**config.mk**
```make
export PLATFORM = sky130hd
export DESIGN_NAME = bpfa_find
export DESIGN_NICKNAME = d
export VERILOG_FILES = /design/src/hdl/bpfa_find.sv
export SDC_FILE = /design/constraint.sdc
export NUM_CORES = 1
export LEC_CHECK = 0
export BUFFER_PORTS_ARGS = -buffer_cell sky130_fd_sc_hd__buf_2
export CORE_AREA = 2 2 39 41
export DETAILED_ROUTE_END_ITERATION = 8
export DIE_AREA = 0 0 41 43
export GPL_TIMING_DRIVEN = 0
export PLACE_DENSITY = 0.69
export SYNTH_ARGS = -nofsm -noshare
export SYNTH_HDL_FRONTEND = slang
export SYNTH_SLANG_ARGS = --single-unit
```
**constraint.sdc**
```tcl
create_clock -name vclk -period 1.3
set_clock_uncertainty 0.1 [all_clocks]
set_input_delay 0.195 -clock vclk [all_inputs]
set_output_delay 0.195 -clock vclk [all_outputs]
set_load 0.01 [all_outputs]
```
**src/hdl/bpfa_find.sv**
```systemverilog
// ----------------------------------------------------------------------------
// bpfa_find
// Priority encoder: flags a nonzero vector and gives the index of its lowest
// set bit.
// ----------------------------------------------------------------------------
module bpfa_find #(
    parameter int WIDTH = 32
) (
    input  logic [WIDTH-1:0]                              vec,
    output logic                                          any,
    output logic [((WIDTH > 1) ? $clog2(WIDTH) : 1)-1:0]  idx
);

    localparam int IW = (WIDTH > 1) ? $clog2(WIDTH) : 1;

    always_comb
    begin
        idx = '0;
        for (int i = WIDTH - 1; i >= 0; i--)
        begin
            if (vec[i])
            begin
                idx = IW'(i);
            end
        end
    end

    assign any = |vec;

endmodule

```
* Word level (Yosys, flattened, before mapping)
Cells that the tools add are included.
** Cells by class
- Mux-type cells :: 32
- Reductions and logical operators :: 1
** Operators with widths (number)
- 5-bit 2-to-1 mux :: 32
- 32-bit OR reduction :: 1
** Storage, ports and cells
- Register bits :: 0
- Bits of input ports :: 32
- Output and inout bits :: 6
- Word-level logic and storage cells :: 33

* Depth between registers and ports, before layout
Gate-level depths: netlist of the first run.
- Depth in word-level cells :: 32
- Mapped depth :: 5

* Least setup slack after synthesis of the first run
Ideal clock, no wire load.
- Path kind :: in2out
- Start :: input port vec[30]
- End :: output port idx[0] (netlist bit)
- Data arrival time :: 1129 ps
- Required time :: 1005 ps
- Slack :: -124 ps
- Stages on the path :: 5
- Buffers on the path :: 0
- Path through :: nor3b_1 nor3_1 o31ai_1 o2111ai_1 a221oi_1
** Between the ends
- Longest elaborated chain between the ends :: 31
** Ends and longest elaborated chain
- start: declaration :: line 9 : input logic [WIDTH-1:0] vec,
- 5-bit 2-to-1 mux (31 in a row) :: line 21 : if (vec[i])
- end: declaration :: line 11 : output logic [((WIDTH > 1) ? $clog2(WIDTH) : 1)-1:0] idx
Every way passes these cells.

* Worst setup path after layout of the first run
- Start :: input port vec[20]
- End :: output port idx[2] (netlist bit)
** Between the ends
- Longest elaborated chain between the ends :: 21
** Ends and longest elaborated chain (line)
- 5-bit 2-to-1 mux (21 in a row) :: 21
Every way passes these cells.

==> summary.md, run 1 <==
| Metric | Value |
|---|---|
| Status | finished, violations left |
| Violated checks | setup timing |
| Syn Nets | 97 |
| Total grt overflow | 0 |
| Netlist cell types | 24 |
| RSZ-0062 raised after global routing | yes |
| Slew @ Worst Pin | 0.426 ns |
| Post-Synth Adder-Cell Area | 0 |
| XOR/XNOR Fraction of Synth Area | 0 |
| Lkg Pwr | 0.310 nW |
| Slowest-stage cell, CP | or4_4 |
| Critical Path AT | 1.38 ns |
| Setup crit start | vec[20] |
| Routed wire length | 1.39 mm |
| Largest family of logic cells by synthesized area | simple AND/OR/NAND/NOR gates |
| Via count | 667 |
| Post-route DRC | 0 |
| Overall routing resource usage | 0.166 |
| Setup-failing EPs final | 6 |
| First-pass GRT wire length | 2.23 mm |
| Vias in the first global route | 598 |
| CP endpoint | idx[2] |
| Sequential standard cell area | 0 um^2 |
| Final hold violations | 0 |
| Number of port buffers | 38 |
| Synth Area in Simple Gates | 0.555 |
| DIE AREA | 0.00176 mm^2 |
| Die height | 43 um |
| # rows | 14 |
| Relative slew slack | 0.714 |
| Tmin final | 1.67 ns |
| CP endpoint kind | output pin |
| Post-synthesis mux area share | 0 |
| Synth warn | 0 |
| Synth Area in Compound Gates | 0.386 |
| Crit share post-route | 1.29 |
| DP HPWL | 1.12 mm |
| Core area | 0.00138 mm^2 |
| P per Cell Area | 230 mW/mm^2 |
| Most frequent cells in the layout | 34 x buf_2, 9 x nor2_1, 6 x a21oi_1, 6 x inv_1, 5 x nor3_1 |
| Max incr delay on CP | 0.57 ns |
| Startpoint Class | input pin |
| Buf/Inv on CP | 2 |
| Sequential area share after synthesis | 0 |
| DRT Pass-1 Iters | 4 |
| Initial antenna violation count | 0 |
| Mean Syn Cell Area | 5.93 um^2 |
| Worst VDD drop | 0.0985 mV |
| Drt wl/cell | 11.5 um |
| Kind of critical path | input pin to output pin |
| Largest net degree at the start of global routing | 6 |
| Seq Cell Count | 0 |
| Fill count | 160 |
| Final ANT Viol Nets | 0 |
| IO Count | 38 |
| Pins over their slew limit | 0 |
| ANT cells | 0 |
| Crit path cell chain | buf_6 -> or4_4 -> a21oi_1 -> o21ai_1 -> nand2_1 -> a21boi_2 -> buf_2 |
| Syn-to-layout area delta | 79.5% |
| Worst Path Max Fanout | 3 |
| Gpl congestion | 0.730 |
| Post-route setup slack | -0.374 ns |
| Max-cap violations | 0 |
| Layout cells sized above 1 | 0.514 |
| Cells after synthesis | 65 |
| 1st-iter DRT viols | 11 |
| Worst hold path type | input pin to output pin |
| CP Depth | 7 |
| CP delay by family, top | simple AND/OR/NAND/NOR gates |
| Total negative slack | -1.89 ns |
| DIE WIDTH | 41 um |
| Final-layout clock buffer total | 0 |
| Multi-input logic area | 419 um^2 |
| Vias per cell | 5.51 |
| Post-layout util | 0.500 |
| CP Data Required Time | 1.00 ns |
| Highest attainable clock frequency | 0.597 GHz |
| Initial Util | 0.278 |
| NumNets Final | 139 |
| Total chip power | 0.000159 W |
| Commonest non-fill, non-tap cell in the layout | buf_2 |
| Synthesized cell area | 385 um^2 |
-- metrics by stage --
stage / worst slack (ns) / instances / instance area (um^2) / hold WS, ns
after floorplan: -0.0895 / 65 / 402 / 0.317
after global placement: -0.416 / 119 / 612 / 0.558
after detailed placement: -0.447 / 119 / 612 / 0.561
after CTS: -0.353 / 120 / 674 / 0.561
after global routing: -0.465 / 121 / 692 / 0.582
final: -0.374 / 121 / 692 / 0.567
-- power by group --
group | switching, W | internal, W | total [W] | leakage [nW]
registers | 0 | 0 | 0 | 0
logic | 0.0000823 | 0.0000771 | 0.000159 | 0.310
clock network | 0 | 0 | 0 | 0
-- synthesized netlist by cell type, drive strengths merged --
master / number / area (um^2)
nor2: 10 / 37.5
a21oi: 7 / 35.0
nor3: 7 / 45.0
nor4: 7 / 43.8
inv: 6 / 22.5
o31ai: 4 / 30.0
or4: 4 / 37.5
nand2: 3 / 11.3
o21ai: 3 / 15.0
a2111oi: 2 / 17.5
nor3b: 2 / 15.0
a211oi: 1 / 7.51
a21boi: 1 / 11.3
a21o: 1 / 7.51
a221oi: 1 / 8.76
and2: 1 / 6.26
nand3: 1 / 5.00
nand4: 1 / 6.26
nor2b: 1 / 6.26
o2111ai: 1 / 8.76
o21a: 1 / 7.51
-- what timing repair did --
action,4_1_cts,5_1_grt
buffers inserted,1,1
resized for setup,11,3
pin swaps,6,1
hold buffers,0,0
endpoints found under the setup margin,6,6
cloned,0,0
-- worst min path at each step --
stage / startpoint / slack [ns] / cells past startpoint / endpoint
2_1_floorplan: vec[0] / 0.32 / 1 / idx[0]
3_3_place_gp: vec[0] / 0.56 / 3 / idx[0]
3_5_place_dp: vec[0] / 0.56 / 3 / idx[0]
4_1_cts: vec[0] / 0.56 / 3 / idx[0]
5_1_grt: vec[0] / 0.58 / 3 / idx[0]
6_report: vec[0] / 0.57 / 3 / idx[0]
-- final cells by class --
class,instances,area share
multi-input cells,59,0.606
inverters,6,0.0325
well taps,16,0.0289
repair buffers,40,0.333
-- kinds of logic after synthesis --
family	Yosys count
buffers and inverters	6
AOI/OAI and AO/OA	22
and+or+nand+nor	37
-- metal layers --
layer	wire length [um]	GRT usage	up-vias
met2	758	0.313	24
met5	0	0	-
met4	0	0.00667	0
met1	543	0.203	301
li1	-	-	342
met3	90	0.00524	0
(Power assumes the default switching activity.)
==> inputs of run 2 (changes only) <==
--- a/constraint.sdc
+++ b/constraint.sdc
@@ -4,2 +4,2 @@
 set_output_delay 0.195 -clock vclk [all_outputs]
-set_load 0.01 [all_outputs]
+set_load 0.005 [all_outputs]
==> summary.md, run 2 (synthesized netlist as in run 1, its figures left out) <==
| Metric | Value |
|---|---|
| RSZ-0062 raised after global routing | yes |
| Post-layout util | 0.554 (+0.0543) |
| Final ANT Viol Nets | 0 (unchanged) |
| Worst VDD drop | 0.103 mV (+4.4%) |
| Hold buffers post-CTS | 0 (unchanged) |
| Final-layout clock buffer total | 0 (unchanged) |
| Most frequent cells in the layout | 30 x buf_2, 8 x nor2_1, 6 x inv_1, 6 x buf_6 |
| Kind of critical path | input pin to output pin |
| Tmin final | 1.62 ns (-0.0491 ns) |
| Via count | 659 (-1.2%) |
| Die height | 43 um (unchanged) |
| Relative slew slack | 0.740 (+0.0267) |
| DIE AREA | 0.00176 mm^2 (unchanged) |
| # rows | 14 (unchanged) |
| Vias per cell | 5.40 (-2.0%) |
| Drt wl/cell | 12.8 um (+11%) |
| Largest net degree at the start of global routing | 6 (unchanged) |
| First-pass GRT wire length | 2.39 mm (+7.5%) |
| IO Count | 38 (unchanged) |
| CP endpoint kind | output pin |
| Status | finished, violations left |
| Placed instance area | 622 um^2 (+1.6%) |
| Layout cells sized above 1 | 0.575 (+0.0612) |
| Startpoint Class | input pin |
| Total negative slack | -1.75 ns (+0.148 ns) |
| Violated checks | setup timing |
| Slew @ Worst Pin | 0.386 ns (-0.0393 ns) |
| Finished Cell Area | 767 um^2 (+11%) |
| Core area | 0.00138 mm^2 (unchanged) |
| Critical Path AT | 1.33 ns (-0.05 ns) |
| 1st-iter DRT viols | 4 (-7) |
| Multi-input logic area | 462 um^2 (+10%) |
| DP HPWL | 1.14 mm (+1.8%) |
| Routed wire length | 1.56 mm (+12%) |
| Fill count | 138 (-14%) |
| Number of port buffers | 38 (unchanged) |
| Worst hold path type | input pin to output pin |
| Post-route setup slack | -0.325 ns (+0.0491 ns) |
| Overall routing resource usage | 0.180 (+0.0140) |
| Sequential standard cell area | 0 um^2 (unchanged) |
| Max-cap violations | 0 (unchanged) |
| Pins over their slew limit | 0 (unchanged) |
| ANT cells | 0 (unchanged) |
| Vias in the first global route | 599 (+0.17%) |
| Initial Util | 0.278 (unchanged) |
| Setup-failing EPs final | 6 (unchanged) |
| Post-route DRC | 0 (unchanged) |
| Crit share post-route | 1.25 (-0.0377) |
| P per Cell Area | 243 mW/mm^2 (+5.6%) |
| Highest attainable clock frequency | 0.615 GHz (+3.0%) |
| DIE WIDTH | 41 um (unchanged) |
| CP Data Required Time | 1.00 ns (about the same) |
| Lkg Pwr | 0.330 nW (+6.2%) |
| DRT Pass-1 Iters | 2 (-2) |
| Initial antenna violation count | 0 (unchanged) |
| Hold Path Depth | 3 (unchanged) |
| Syn-to-layout area delta | 99.0% |
| Gpl congestion | 0.807 (+11%) |
| Total grt overflow | 0 (unchanged) |
| Commonest non-fill, non-tap cell in the layout | buf_2 |
| Worst Path Max Fanout | 3 (unchanged) |
| Final hold violations | 0 (unchanged) |
| Seq Cell Count | 0 (unchanged) |
| NumNets Final | 140 (+0.72%) |
run 2: cell type report:
class,count,share of cell area
well taps,16,0.0261
repair buffers,41,0.343
multi-input cells,59,0.602
inverters,6,0.0294
run 2: routing by layer:
| layer | routed length (um) | GRT usage | vias up |
|---|---|---|---|
| li1 | - | - | 343 |
| met1 | 637 | 0.241 | 302 |
| met2 | 869 | 0.325 | 14 |
| met3 | 49 | 0 | 0 |
| met4 | 0 | 0 | 0 |
| met5 | 0 | 0 | - |
run 2: where the power goes:
group          internal, W  leakage [nW]  switching (W)
Combinational    0.0000921         0.330      0.0000944
Clock                    0             0              0
Sequential               0             0              0
run 2: through the flow:
stage / setup WS (ns) / cells / total power (W) / hold WS [ns]
final: -0.325 / 122 / 0.000186 / 0.587
after CTS: -0.318 / 121 / 0.000174 / 0.586
after detailed placement: -0.368 / 119 / 0.000143 / 0.586
after global routing: -0.402 / 122 / 0.000203 / 0.594
after global placement: -0.355 / 119 / 0.000140 / 0.587
after floorplan: -0.0479 / 65 / 0.0000494 / 0.309
run 2: repair_timing:
| item | CTS | global route |
|---|---|---|
| setup buffers | 2 | 1 |
| setup endpoints to repair | 6 | 6 |
| gates resized for setup | 19 | 5 |
| pin swaps | 6 | 0 |
run 2: path summary, 6_finish.rpt:
kind,endpoint,startpoint,slack (ns)
hold / removal,idx[0],vec[0],0.59
setup / recovery,idx[2],vec[19],-0.32
run 2: critical path, cell delays in order:
cell	delay, ns
buf_8	0.10
or4_4	0.57
o21ai_2	0.15
nand2_1	0.08
a21boi_2	0.12
buf_2	0.12
==> inputs of run 3 (changes only) <==
Settings changed: BUFFER_PORTS_ARGS -buffer_cell sky130_fd_sc_hd__buf_2 to -buffer_cell sky130_fd_sc_hd__buf_4, REMOVE_ABC_BUFFERS set to 1.
==> summary.md, run 3 (synthesized netlist as in run 1, its figures left out) <==
| Metric | Value |
|---|---|
| Status | finished, violations left |
| Violated checks | setup timing |
| Initial antenna violation count | 0 (unchanged) |
| IO Count | 38 (unchanged) |
| Lkg Pwr | 0.345 nW (+4.7%) |
| DP Worst Slack | -0.406 ns (-0.0388 ns) |
| Vias in the first global route | 615 (+2.7%) |
| Commonest non-fill, non-tap cell in the layout | buf_4 |
| Number of port buffers | 38 (unchanged) |
| RSZ-0062 raised after global routing | yes |
| Die height | 43 um (unchanged) |
| Syn-to-layout area delta | 122% |
| Switching Fraction | 0.467 (-0.0388) |
| Critical Path AT | 1.35 ns (+0.02 ns) |
| ANT cells | 0 (unchanged) |
| CP Data Required Time | 1.00 ns (about the same) |
| Worst VDD drop | 0.160 mV (+56%) |
| Fill count | 132 (-4.3%) |
| Worst hold path type | input pin to output pin |
| Final hold violations | 0 (unchanged) |
| Placed instance area | 691 um^2 (+11%) |
| Largest net degree at the start of global routing | 6 (unchanged) |
| Highest attainable clock frequency | 0.607 GHz (-1.3%) |
| Core area | 0.00138 mm^2 (unchanged) |
| Total negative slack | -1.86 ns (-0.117 ns) |
| Tmin final | 1.65 ns (+0.0220 ns) |
| DIE WIDTH | 41 um (unchanged) |
| 1st-iter DRT viols | 6 (+2) |
| Worst Path Max Fanout | 4 (+1) |
| First-pass GRT wire length | 2.39 mm (unchanged) |
| CP endpoint kind | output pin |
| Relative slew slack | 0.770 (+0.0297) |
| Setup-failing EPs final | 6 (unchanged) |
| Finished Cell Area | 855 um^2 (+11%) |
| DIE AREA | 0.00176 mm^2 (unchanged) |
| Startpoint Class | input pin |
| Hold buffers post-CTS | 0 (unchanged) |
| Worst Hold Slack | 0.575 ns (-0.0121 ns) |
| Power share of the sequential group | 0 (unchanged) |
| P per Cell Area | 250 mW/mm^2 (+2.7%) |
| Post-route DRC | 0 (unchanged) |
| Kind of critical path | input pin to output pin |
| Seq Cell Count | 0 (unchanged) |
| DRT Pass-1 Iters | 4 (+2) |
| Part of the power in the clock network | 0 (unchanged) |
| Routed wire length | 1.62 mm (+3.9%) |
| Sequential standard cell area | 0 um^2 (unchanged) |
| Via count | 672 (+2.0%) |
| # rows | 14 (unchanged) |
| Layout cells sized above 1 | 0.596 (+0.0207) |
| Post-route setup slack | -0.347 ns (-0.0220 ns) |
| Final-layout clock buffer total | 0 (unchanged) |
| Drt wl/cell | 13.5 um (+5.7%) |
| Max-cap violations | 0 (unchanged) |
| P_sw | 0.0000997 W (+5.6%) |
| Vias per cell | 5.60 (+3.7%) |
| Crit share post-route | 1.27 (+0.0169) |
| NumNets Final | 138 (-1.4%) |
| Total grt overflow | 0 (unchanged) |
| Pins over their slew limit | 0 (unchanged) |
| Initial Util | 0.278 (unchanged) |
| Comb power frac | 1.000 (about the same) |
| Cell-internal power | 0.000114 W (+23%) |
| Gpl congestion | 0.761 (-5.7%) |
| Most frequent cells in the layout | 33 x buf_4, 7 x nor2_1, 6 x inv_1 |
| Final ANT Viol Nets | 0 (unchanged) |
| Slew @ Worst Pin | 0.336 ns (-0.0500 ns) |
| Overall routing resource usage | 0.178 (-0.00200) |
| DP HPWL | 1.22 mm (+7.1%) |
## run 3: final timing paths
check               start     end  slack, ns  cells past startpoint
hold / removal     vec[0]  idx[0]       0.58                      3
setup / recovery  vec[19]  idx[2]      -0.35                      6
## run 3: metal layers
layer  global-route usage  up-vias  routed length [um]
met1                0.238      311                 627
met4                    0        0                  14
met3                    0        2                  82
li1                     -      341                   -
met5                    0        -                   0
met2                0.322       18                 892
## run 3: metrics by stage
stage               utilization  total power, W  instances
floorplan                     -       0.0000452         65
global placement          0.499        0.000164        119
detailed placement        0.499        0.000167        119
CTS                       0.552        0.000184        120
global route              0.618        0.000229        120
finish                    0.618        0.000213        120
## run 3: worst max-delay path, stage by stage
cell and delay, ns:
buf_8 0.10, or4_4 0.58, o21ai_2 0.15, nand2_1 0.08, a21boi_2 0.13, buf_4 0.11
## run 3: power by group through the flow
stage | sequential [W] | clock, W | combinational [W]
floorplan | 0 | 0 | 0.0000452
global placement | 0 | 0 | 0.000164
detailed placement | 0 | 0 | 0.000167
CTS | 0 | 0 | 0.000184
global route | 0 | 0 | 0.000229
finish | 0 | 0 | 0.000213
## run 3: what timing repair did
item | CTS | global route
cloned | 0 | 0
resized for setup | 14 | 19
buffers inserted | 1 | 0
hold endpoints to repair | 0 | 0
pin swaps | 7 | 2
endpoints found under the setup margin | 6 | 6
## run 3: layout make-up
class | instances | area [um^2] | area share
timing repair buffer | 39 | 319 | 0.373
multi-input combinational | 59 | 493 | 0.577
tap | 16 | 20.0 | 0.0234
inverter | 6 | 22.5 | 0.0264
